**config.mk**
```make
export PLATFORM = sky130hd
export DESIGN_NAME = lzd_ctrl
export DESIGN_NICKNAME = d
export VERILOG_FILES = /design/src/rtl/lzd_pkg.sv /design/src/rtl/lzd_ctrl.sv
export SDC_FILE = /design/constraint.sdc
export NUM_CORES = 1
export LEC_CHECK = 0
export BUFFER_PORTS_ARGS = -buffer_cell sky130_fd_sc_hd__clkbuf_2
export CORE_ASPECT_RATIO = 0.6
export CORE_MARGIN = 10
export CORE_UTILIZATION = 28
export CTS_BUF_LIST = sky130_fd_sc_hd__clkbuf_2
export DETAILED_ROUTE_END_ITERATION = 6
export GPL_TIMING_DRIVEN = 0
export PLACE_DENSITY = 0.49
export SLEW_MARGIN = 5
export SYNTH_ARGS = -nofsm -noshare
export SYNTH_HDL_FRONTEND = slang
export SYNTH_SLANG_ARGS = --single-unit
```
**constraint.sdc**
```tcl
create_clock -name clk -period 16 [get_ports clk]
set_input_delay 0.8 -clock clk [delete_from_list [all_inputs] [get_ports clk]]
set_output_delay 0.8 -clock clk [all_outputs]
set_load 0.01 [all_outputs]
```
**src/rtl/lzd_pkg.sv**
```systemverilog
// Shared types, constants and codes for the LZ10 stream decompressor.
package lzd_pkg;

    localparam int WIN_DEPTH = 4096;
    localparam int WIN_AW    = $clog2(WIN_DEPTH);
    localparam int CNT_W     = 32;
    localparam int RUN_W     = 5;

    localparam logic [7:0]       MAGIC_BYTE = 8'h10;
    localparam logic [RUN_W-1:0] LEN_BIAS   = 5'd3;
    localparam logic [CNT_W-1:0] CNT_MAX    = {CNT_W{1'b1}};

    // Result status codes.
    localparam logic [2:0] ST_DATA      = 3'd0;
    localparam logic [2:0] ST_BAD_MAGIC = 3'd1;
    localparam logic [2:0] ST_DIST      = 3'd2;
    localparam logic [2:0] ST_SHORT     = 3'd3;
    localparam logic [2:0] ST_EXCESS    = 3'd4;

    typedef enum logic [2:0] {
        PH_MAGIC,
        PH_SIZE,
        PH_XSIZE,
        PH_BODY,
        PH_SECOND,
        PH_COPY,
        PH_DONE,
        PH_ERROR
    } phase_t;

    typedef struct packed {
        logic       valid;
        logic [7:0] data;
        logic [2:0] status;
        logic       run_last;
        logic       done;
    } result_t;

    typedef struct packed {
        logic              we;
        logic [WIN_AW-1:0] waddr;
        logic [7:0]        wdata;
        logic              re;
        logic [WIN_AW-1:0] raddr;
    } win_req_t;

endpackage

```
**src/rtl/lzd_ctrl.sv**
```systemverilog
// Header and token parser, copy engine and counters of the decompressor.
module lzd_ctrl (
    input  logic               clk,
    input  logic               rst_n,
    input  logic               in_valid,
    input  logic [7:0]         in_byte,
    input  logic               in_last,
    output logic               in_ready,
    input  logic               out_free,
    output lzd_pkg::result_t   result,
    output lzd_pkg::win_req_t  win_req,
    input  logic [7:0]         win_rdata
);
    import lzd_pkg::*;

    phase_t            phase_reg,     phase_next;
    logic [1:0]        hdr_idx_reg,   hdr_idx_next;
    logic [CNT_W-1:0]  exp_reg,       exp_next;
    logic [CNT_W-1:0]  oc_reg,        oc_next;
    logic [CNT_W-1:0]  ic_reg,        ic_next;
    logic [CNT_W-1:0]  dic_reg,       dic_next;
    logic [7:0]        flags_reg,     flags_next;
    logic [3:0]        flag_pos_reg,  flag_pos_next;
    logic [7:0]        tok_reg,       tok_next;
    logic [WIN_AW-1:0] wp_reg,        wp_next;
    result_t           pend_reg,      pend_next;
    logic [RUN_W-1:0]  rd_left_reg,   rd_left_next;
    logic [RUN_W-1:0]  emit_left_reg, emit_left_next;
    logic [WIN_AW-1:0] rd_addr_reg,   rd_addr_next;
    logic              d_valid_reg,   d_valid_next;
    logic              fwd_reg,       fwd_next;
    logic [7:0]        fwd_data_reg,  fwd_data_next;
    logic              final_reg,     final_next;

    logic              accept;
    logic [CNT_W-1:0]  oc_inc;
    logic [CNT_W-1:0]  ic_inc;
    logic [3:0]        fp_m1;
    logic              flag_bit;
    logic              lit_we;
    logic              cp_emit;
    logic              cp_issue;
    logic [7:0]        d_byte;

    assign accept   = in_valid && in_ready;
    assign oc_inc   = (oc_reg == CNT_MAX) ? oc_reg : oc_reg + 1'b1;
    assign ic_inc   = (ic_reg == CNT_MAX) ? ic_reg : ic_reg + 1'b1;
    assign fp_m1    = flag_pos_reg - 4'd1;
    assign flag_bit = flags_reg[fp_m1[2:0]];
    assign lit_we   = accept && (phase_reg == PH_BODY) && (flag_pos_reg != 4'd0) && !flag_bit;
    assign cp_emit  = (phase_reg == PH_COPY) && d_valid_reg && out_free;
    assign cp_issue = (phase_reg == PH_COPY) && (rd_left_reg != '0) && (!d_valid_reg || out_free);
    assign d_byte   = fwd_reg ? fwd_data_reg : win_rdata;

    // Next state and datapath.
    always_comb
    begin
        logic [CNT_W-1:0] exp_acc;
        logic [12:0]      tok_dist;
        logic [RUN_W-1:0] len;
        logic [CNT_W:0]   oc_sum;
        logic [CNT_W:0]   limit;
        logic             fail;
        logic [2:0]       fail_st;
        logic             rearm;

        phase_next     = phase_reg;
        hdr_idx_next   = hdr_idx_reg;
        exp_next       = exp_reg;
        oc_next        = oc_reg;
        ic_next        = ic_reg;
        dic_next       = dic_reg;
        flags_next     = flags_reg;
        flag_pos_next  = flag_pos_reg;
        tok_next       = tok_reg;
        wp_next        = wp_reg;
        pend_next      = pend_reg;
        rd_left_next   = rd_left_reg;
        emit_left_next = emit_left_reg;
        rd_addr_next   = rd_addr_reg;
        d_valid_next   = d_valid_reg;
        fwd_next       = fwd_reg;
        fwd_data_next  = fwd_data_reg;
        final_next     = final_reg;

        exp_acc  = exp_reg | ({24'd0, in_byte} << {hdr_idx_reg, 3'b000});
        tok_dist = {1'b0, tok_reg[3:0], in_byte} + 13'd1;
        len      = {1'b0, tok_reg[7:4]} + LEN_BIAS;
        oc_sum   = {1'b0, oc_reg} + {{(CNT_W + 1 - RUN_W){1'b0}}, len};
        limit    = {1'b0, dic_reg[CNT_W-1:2], 2'b00} + 33'd4;
        fail     = 1'b0;
        fail_st  = ST_DATA;
        rearm    = 1'b0;

        if (pend_reg.valid && out_free)
        begin
            pend_next.valid = 1'b0;
        end

        if (accept)
        begin
            ic_next = ic_inc;
            unique case (phase_reg)
                PH_MAGIC:
                begin
                    if (in_byte != MAGIC_BYTE)
                    begin
                        fail    = 1'b1;
                        fail_st = ST_BAD_MAGIC;
                    end
                    else
                    begin
                        phase_next   = PH_SIZE;
                        hdr_idx_next = 2'd0;
                    end
                end
                PH_SIZE:
                begin
                    exp_next = exp_acc;
                    if (hdr_idx_reg == 2'd2)
                    begin
                        hdr_idx_next  = 2'd0;
                        flag_pos_next = 4'd0;
                        phase_next    = (exp_acc == '0) ? PH_XSIZE : PH_BODY;
                    end
                    else
                    begin
                        hdr_idx_next = hdr_idx_reg + 2'd1;
                    end
                end
                PH_XSIZE:
                begin
                    exp_next = exp_acc;
                    if (hdr_idx_reg == 2'd3)
                    begin
                        flag_pos_next = 4'd0;
                        if (exp_acc == '0)
                        begin
                            phase_next = PH_DONE;
                            dic_next   = ic_inc;
                        end
                        else
                        begin
                            phase_next = PH_BODY;
                        end
                    end
                    else
                    begin
                        hdr_idx_next = hdr_idx_reg + 2'd1;
                    end
                end
                PH_BODY:
                begin
                    if (flag_pos_reg == 4'd0)
                    begin
                        flags_next    = in_byte;
                        flag_pos_next = 4'd8;
                    end
                    else
                    begin
                        flag_pos_next = fp_m1;
                        if (flag_bit)
                        begin
                            tok_next   = in_byte;
                            phase_next = PH_SECOND;
                        end
                        else
                        begin
                            wp_next   = wp_reg + 1'b1;
                            oc_next   = oc_inc;
                            pend_next = '{valid: 1'b1, data: in_byte, status: ST_DATA,
                                          run_last: 1'b1, done: (oc_inc >= exp_reg)};
                            if (oc_inc >= exp_reg)
                            begin
                                phase_next = PH_DONE;
                                dic_next   = ic_inc;
                            end
                        end
                    end
                end
                PH_SECOND:
                begin
                    if ({19'd0, tok_dist} > oc_reg)
                    begin
                        fail    = 1'b1;
                        fail_st = ST_DIST;
                    end
                    else if (in_last && (oc_sum < {1'b0, exp_reg}))
                    begin
                        // The copy cannot complete the stream: drop it.
                        fail    = 1'b1;
                        fail_st = ST_SHORT;
                    end
                    else
                    begin
                        phase_next     = PH_COPY;
                        rd_left_next   = len;
                        emit_left_next = len;
                        rd_addr_next   = wp_reg - tok_dist[WIN_AW-1:0];
                        d_valid_next   = 1'b0;
                        fwd_next       = 1'b0;
                        final_next     = in_last;
                    end
                end
                PH_DONE:
                begin
                    if (in_last && (limit < {1'b0, ic_inc}))
                    begin
                        fail    = 1'b1;
                        fail_st = ST_EXCESS;
                    end
                end
                PH_COPY:
                begin
                    phase_next = phase_reg;
                end
                PH_ERROR:
                begin
                    phase_next = phase_reg;
                end
                default:
                begin
                    phase_next = PH_ERROR;
                end
            endcase

            if (in_last && !fail)
            begin
                if (phase_reg == PH_ERROR || phase_next == PH_DONE)
                begin
                    rearm = 1'b1;
                end
                else if (phase_next != PH_COPY)
                begin
                    fail    = 1'b1;
                    fail_st = ST_SHORT;
                end
            end

            if (fail)
            begin
                pend_next = '{valid: 1'b1, data: 8'd0, status: fail_st,
                              run_last: 1'b1, done: (fail_st == ST_EXCESS)};
                if (in_last)
                begin
                    rearm = 1'b1;
                end
                else
                begin
                    phase_next = PH_ERROR;
                end
            end
        end

        if (cp_issue)
        begin
            rd_addr_next  = rd_addr_reg + 1'b1;
            rd_left_next  = rd_left_reg - 1'b1;
            d_valid_next  = 1'b1;
            fwd_next      = cp_emit && (rd_addr_reg == wp_reg);
            fwd_data_next = d_byte;
        end
        else if (cp_emit)
        begin
            d_valid_next = 1'b0;
        end

        if (cp_emit)
        begin
            wp_next        = wp_reg + 1'b1;
            oc_next        = oc_inc;
            emit_left_next = emit_left_reg - 1'b1;
            if (emit_left_reg == 5'd1)
            begin
                if (final_reg)
                begin
                    rearm = 1'b1;
                end
                else if (oc_inc >= exp_reg)
                begin
                    phase_next = PH_DONE;
                    dic_next   = ic_reg;
                end
                else
                begin
                    phase_next = PH_BODY;
                end
            end
        end

        if (rearm)
        begin
            phase_next    = PH_MAGIC;
            hdr_idx_next  = 2'd0;
            exp_next      = '0;
            oc_next       = '0;
            ic_next       = '0;
            dic_next      = '0;
            flags_next    = 8'd0;
            flag_pos_next = 4'd0;
            tok_next      = 8'd0;
            wp_next       = '0;
            final_next    = 1'b0;
        end
    end

    // Outputs toward the input channel, the output stage and the window.
    always_comb
    begin
        in_ready = (phase_reg != PH_COPY) && !pend_reg.valid;

        if (pend_reg.valid)
        begin
            result       = pend_reg;
            result.valid = out_free;
        end
        else
        begin
            result = '{valid: cp_emit, data: d_byte, status: ST_DATA,
                       run_last: (emit_left_reg == 5'd1), done: (oc_inc >= exp_reg)};
        end

        win_req = '{we: lit_we || cp_emit, waddr: wp_reg,
                    wdata: lit_we ? in_byte : d_byte,
                    re: cp_issue, raddr: rd_addr_reg};
    end

    always_ff @(posedge clk or negedge rst_n)
    begin
        if (!rst_n)
        begin
            phase_reg     <= PH_MAGIC;
            hdr_idx_reg   <= 2'd0;
            exp_reg       <= '0;
            oc_reg        <= '0;
            ic_reg        <= '0;
            dic_reg       <= '0;
            flags_reg     <= 8'd0;
            flag_pos_reg  <= 4'd0;
            tok_reg       <= 8'd0;
            wp_reg        <= '0;
            pend_reg      <= '0;
            rd_left_reg   <= '0;
            emit_left_reg <= '0;
            rd_addr_reg   <= '0;
            d_valid_reg   <= 1'b0;
            fwd_reg       <= 1'b0;
            fwd_data_reg  <= 8'd0;
            final_reg     <= 1'b0;
        end
        else
        begin
            phase_reg     <= phase_next;
            hdr_idx_reg   <= hdr_idx_next;
            exp_reg       <= exp_next;
            oc_reg        <= oc_next;
            ic_reg        <= ic_next;
            dic_reg       <= dic_next;
            flags_reg     <= flags_next;
            flag_pos_reg  <= flag_pos_next;
            tok_reg       <= tok_next;
            wp_reg        <= wp_next;
            pend_reg      <= pend_next;
            rd_left_reg   <= rd_left_next;
            emit_left_reg <= emit_left_next;
            rd_addr_reg   <= rd_addr_next;
            d_valid_reg   <= d_valid_next;
            fwd_reg       <= fwd_next;
            fwd_data_reg  <= fwd_data_next;
            final_reg     <= final_next;
        end
    end

endmodule

```
======== Word-level counts from Yosys, hierarchy flattened ========
Cells that the tools add are included.
operators by class
  $lt $le $gt $ge ......................... 5
  bitwise gates (word level) .............. 1
  shift-type cells ........................ 1
  add/sub/neg operators ................... 13
  eq/ne operators ......................... 35
  muxes and demuxes ....................... 133
  reductions and logical operators ........ 55
operators by type and width
  kind                   count
  $mux 32                24
  $mux 12                11
  $mux 8                 11
  $mux 14                6
  $mux 3                 23
  $lt 33x32->1           2
  $add 32x1->32 const B  2
  $eq 32x32->1 const B   2
  $pmux 32 s2            1
  $reduce_and 4->1       9
  $add 32x3->33 const B  1
  $add 32x5->33          1
  $mux 1                 33
  $ge 32x32->1           1
  $gt 13x32->1           1
  $logic_not 32->1       1
  $or 32x32->32          1
  $shl 8x5->32           1
  $mux 5                 6
  $add 12x1->12 const B  2
  $ne 3x3->1 const B     8
  $reduce_bool 2->1      11
  $mux 4                 5
  $eq 3x3->1 const B     6
  other kinds (35)       74
storage, ports and cells
  input port bits ......................... 21
  register bits after elaboration ......... 212

======== Logic depth before layout (Yosys ltp) ========
  depth in word-level cells ............... 20
  mapped depth ............................ 25
  depth with buffers taken out ............ 23

======== Least setup slack after synthesis ========
Ideal clock, no wire load.
  kind .................................... register to register
  start ................................... register tok_reg[4]
  end ..................................... register exp_reg[2]
  setup time .............................. 0.132 ns
  stages on the path, launching flop included .. 25
  required time ........................... 15.868 ns
  setup slack ............................. 10.917 ns
  data arrival time ....................... 4.951 ns
  cell sequence ........................... dfrtp_1 -> inv_1 -> ha_1 -> inv_1 -> ha_1 -> a21o_1 -> a21o_1 -> a21oi_1 -> nor2b_1 -> o21a_1 -> nand2_1 -> nor3_1 -> nand3_1 -> xnor2_1 -> ha_1 -> and3_1 -> a2111oi_0 -> o31ai_1 -> nor3_1 -> nor4b_2 -> nand4b_1 -> a22oi_1 -> buf_2 -> buf_1 -> nor2_1
between the ends
  longest elaborated chain between the ends .. 20
  elaborated cells between the ends (all ways) .. 33
  those cells by class .................... add/sub: 2; order compare: 1; eq/ne: 2; mux: 21; reduce/logical: 7
RTL lines
  item                                RTL line                          source
  from (decl)                         lzd_ctrl.sv:24                    logic [7:0] tok_reg, tok_next;
  from (signal assigned)              lzd_ctrl.sv:361                   tok_reg <= tok_next;
  $add 4x2->5 *                       lzd_ctrl.sv:88                    len = {1'b0, tok_reg[7:4]} + LEN_BIAS;
  $add 32x5->33 *                     lzd_ctrl.sv:89                    oc_sum = {1'b0, oc_reg} + {{(CNT_W + 1 - RUN_W){1'b0}}, len};
  $lt 33x32->1 *                      lzd_ctrl.sv:188                   else if (in_last && (oc_sum < {1'b0, exp_reg}))
  $logic_and 1x1->1 *                 lzd_ctrl.sv:188
  $mux 3                              lzd_ctrl.sv:188
  $mux 3                              lzd_ctrl.sv:183                   if ({19'd0, tok_dist} > oc_reg)
  $pmux 3 s5                          lzd_ctrl.sv:103                   unique case (phase_reg)
  $mux 3                              lzd_ctrl.sv:100                   if (accept)
  [... 4 more ...]                    -
  $mux 1 (on tied branches)           lzd_ctrl.sv:100, lzd_ctrl.sv:244
  $mux 1 *                            lzd_ctrl.sv:240                   if (fail)
  $mux 1 *                            lzd_ctrl.sv:100
  $mux 1                              lzd_ctrl.sv:275                   if (final_reg)
  $mux 1                              lzd_ctrl.sv:273                   if (emit_left_reg == 5'd1)
  $mux 1 *                            lzd_ctrl.sv:268                   if (cp_emit)
  $reduce_bool 2->1 (no source line)  -
  $reduce_and 2->1 (no source line)   -
  to (signal assigned)                lzd_ctrl.sv:355                   exp_reg <= exp_next;
  to (decl)                           lzd_ctrl.sv:18                    logic [CNT_W-1:0] exp_reg, exp_next;
Mark *: on every way between the ends. The rest lies on a longest branch, timed or not. The select of a mux whose other input is x is not followed.
A chain may end at the register's enable or synchronous reset.

==> parameters.txt <==
Parameter                              Value

Yosys
  Predominant post-synthesis flop cell    sky130_fd_sc_hd__dfrtp_1
  Synth warn    0
  Post-Syn Instances    1992
  Proportion of synthesized area in mux cells    3.48%
  Top cells by count, synth    sky130_fd_sc_hd__nor2_1, sky130_fd_sc_hd__dfrtp_1, sky130_fd_sc_hd__nand2_1, sky130_fd_sc_hd__ha_1, sky130_fd_sc_hd__xnor2_1
  Mapped Avg Cell Area    8.31 um^2
  Post-synth EDFFs    0
  Dominant cell type by area after synthesis    sky130_fd_sc_hd__dfrtp_1
  Fraction of the mapped netlist area in compound gates    14.0%
  Synthesis-stage register bit count    210
  Seq/Total Area, Yosys    31.7%
  Distinct cell type count of the synthesized netlist    82
  Net count after synthesis    2154
  Fraction of synthesis flops using an asynchronous set or reset pin    100%
  Fraction of synthesized cell area in xor and xnor cells    12.0%
  Post-synth top area share    31.7%
  Cell types occupying the most area after synthesis    sky130_fd_sc_hd__dfrtp_1, sky130_fd_sc_hd__ha_1, sky130_fd_sc_hd__xnor2_1
  Netlist area before placement    16600 um^2
  Synth Area in Adders    10.7%
  Simple logic cell fraction of the synthesized area    23.2%
  Main combinational cell family by area after synthesis    simple AND/OR/NAND/NOR gates
  Dominant cell by count in the synthesized netlist    sky130_fd_sc_hd__nor2_1

Floorplan
  Height of the die    208 um
  Top-Level Pins    70
  Count of standard-cell rows    68
  Core outline area    58000 um^2
  Die X    334 um
  Total Die Area    69600 um^2
  Initial cell density of the core    28.5%

Critical path
  Standard cell with the maximum stage delay on the critical path    sky130_fd_sc_hd__nor4b_1
  Crit. End Element    primary output
  FF-to-FF setup slack    8160 ps
  Critical Path, Cell by Cell    clkbuf_1, nand3_1, nor4_1, nor4b_1, nor3_1, nand2_1, nor2_1, xor2_1, ha_1, nand4_1, nor3_1, nand3_1, o21ai_0, nor3b_1, o31ai_1, clkbuf_2
  Worst Path Required    15200 ps
  Maximum fanout along the worst path    7
  Biggest cell delay along the critical path    1130 ps
  Critical Path AT    7230 ps
  Path type of the worst setup path    register to primary output
  Startpoint Class    register

GRT
  Sum of overflow across all layers after global routing    0
  Maximum number of pins on one net before global-route repair    83
  Wire length of the first global-routing pass    94.7 mm
  Vias in the first global route    15000
  Initial antenna violation count    2
  Overall track demand over capacity in global routing    17.4%

Place
  Detailed placer's ending HPWL    47.9 mm
  PortBufs    69
  Area post-placement    17900 um^2
  Worst setup timing slack at the placement stage    8480 ps
  Final weighted congestion in routability-driven placement    0.893

Detailed routing
  Wire per inst    21.2 um
  First DRT Iteration DRCs    1726
  Drt via density    5.37
  Number of routed nets with antenna violations    0
  Count of unresolved DRC violations after routing    0
  Vias    15800
  Post-detailed-routing wire length    62.4 mm
  First-pass iteration count of the detailed router    6

CTS
  Clock transition at the registers of the reported paths    130 ps
  Maximum buffer depth of the clock tree    3
  Number of CTS-inserted buffers    55
  CTS Sinks    210
  H-tree lvl count    2
  Clock latency on the worst-skew pair    1100 ps
  TritonCTS clock tree    yes
  Clock Tree Root    sky130_fd_sc_hd__clkbuf_2
  Post-CTS setup repair buffer count    0
  Post-cts sizing count    0

STA
  Summed negative setup slack over all endpoints    0 ps
  Final Max Slew Viols    0
  Hold violation total from the final report    0
  FMAX    125 MHz
  Final clock skew    155 ps
  Setup-violating endpoint count in the final report    0
  Max_slew headroom    7.59%
  Slack of the critical path    7970 ps
  Pin slew with the least headroom to its limit    1370 ps
  Unrepaired setup endpoints after global routing    no
  Fraction of the cycle the final worst path needs    50.2%
  Final-layout worst hold slack    248 ps
  Post-layout minimum cycle time    8030 ps

Power and ir drop
  Overall Power    1.95 mW
  Areal power density over the cells    105 nW/um^2
  Worst voltage drop across the vdd grid    0.0538 mV
  Reported leakage power    8.08 nW

Final layout
  Layout fillers    6318
  Summed area of non-filler cells in the final layout    18600 um^2
  Area growth from synthesis to layout    12.1%
  Proportion of layout cells with a drive suffix above 1    11.4%
  Post-layout net count    2293

Job
  Count of max-cap constraint violations    0

Worst hold path
  Class of the most critical hold timing path    primary input to asynchronous set/reset pin

Status
  Run status    completed
## worst max-delay path: cells and delay by family (launching register included)
family / cells / cell delay [ps]
adder cells (fa/ha/maj): 1 / 340
AND/OR/NAND/NOR: 10 / 3870
flip-flops: 1 / 390
buffers and inverters: 2 / 530
XOR/XNOR: 1 / 160
AO/OA/AOI/OAI: 2 / 880
## stage by stage
stage	cells	utilization, %
after floorplan	1992	-
after global placement	2831	30.8
after detailed placement	2833	30.9
after CTS	2943	31.9
after global routing	2944	32.0
final	2944	32.0
## layout make-up
class,instances,area (um^2),share of cell area [%]
Sequential cell,210,5260,28.3
Multi-Input combinational cell,1579,10500,56.6
Clock inverter,22,98.8,0.533
Tap cell,770,963,5.19
Antenna cell,1,2.50,0.0135
Timing Repair Buffer,82,519,2.80
Buffer,110,470,2.54
Clock buffer,77,385,2.08
Inverter,93,349,1.88
## cells by family after synthesis
kind of cell	count (synthesis)
compound gates	361
xor+xnor	226
buf+inv	203
fa+ha+maj	141
flops	210
mux	51
simple gates	800
## repair_timing
item                                    CTS  global route
hold endpoints to repair                 58             0
hold buffers                             11             0
endpoints found under the setup margin    0             0
## per-layer routing
layer	up-vias	global-route usage (%)	wire (um)
met5	-	0	13
met4	2	3.34	933
met3	77	4.66	6430
met2	710	20.9	21900
met1	7713	28.7	33100
li1	7317	-	-
## final timing paths
kind                                               to                    start  depth (start not counted)
setup / recovery                            result[0]    oc_reg[3]$_DFFE_PN0P_                         16
hold / removal                  wp_reg[8]$_DFFE_PN0P_                    rst_n                          2
setup reg to reg               exp_reg[5]$_DFFE_PN0P_   tok_reg[4]$_DFFE_PN0P_                         24
hold reg to reg               pend_reg[1]$_DFFE_PN0P_  pend_reg[1]$_DFFE_PN0P_                          1
max in group asynchronous     exp_reg[17]$_DFFE_PN0P_                    rst_n                          4
min in group clk           hdr_idx_reg[0]$_DFFE_PN0P_               in_byte[7]                          6
## placed cells by master, fill, tap and decap left out, drive strengths merged, types with 89 or more instances in the layout
cell type,n
xnor2,137
ha,139
nand3,93
nand2,188
inv,95
nor2,261
dfrtp,210
clkbuf,224
a21oi,132
xor2,89
## power by group
part	switching [mW]	internal, mW	total [mW]
Sequential	0.0979	0.619	0.717
Combinational	0.540	0.287	0.827
Clock	0.277	0.134	0.411
(Power assumes the default switching activity.)
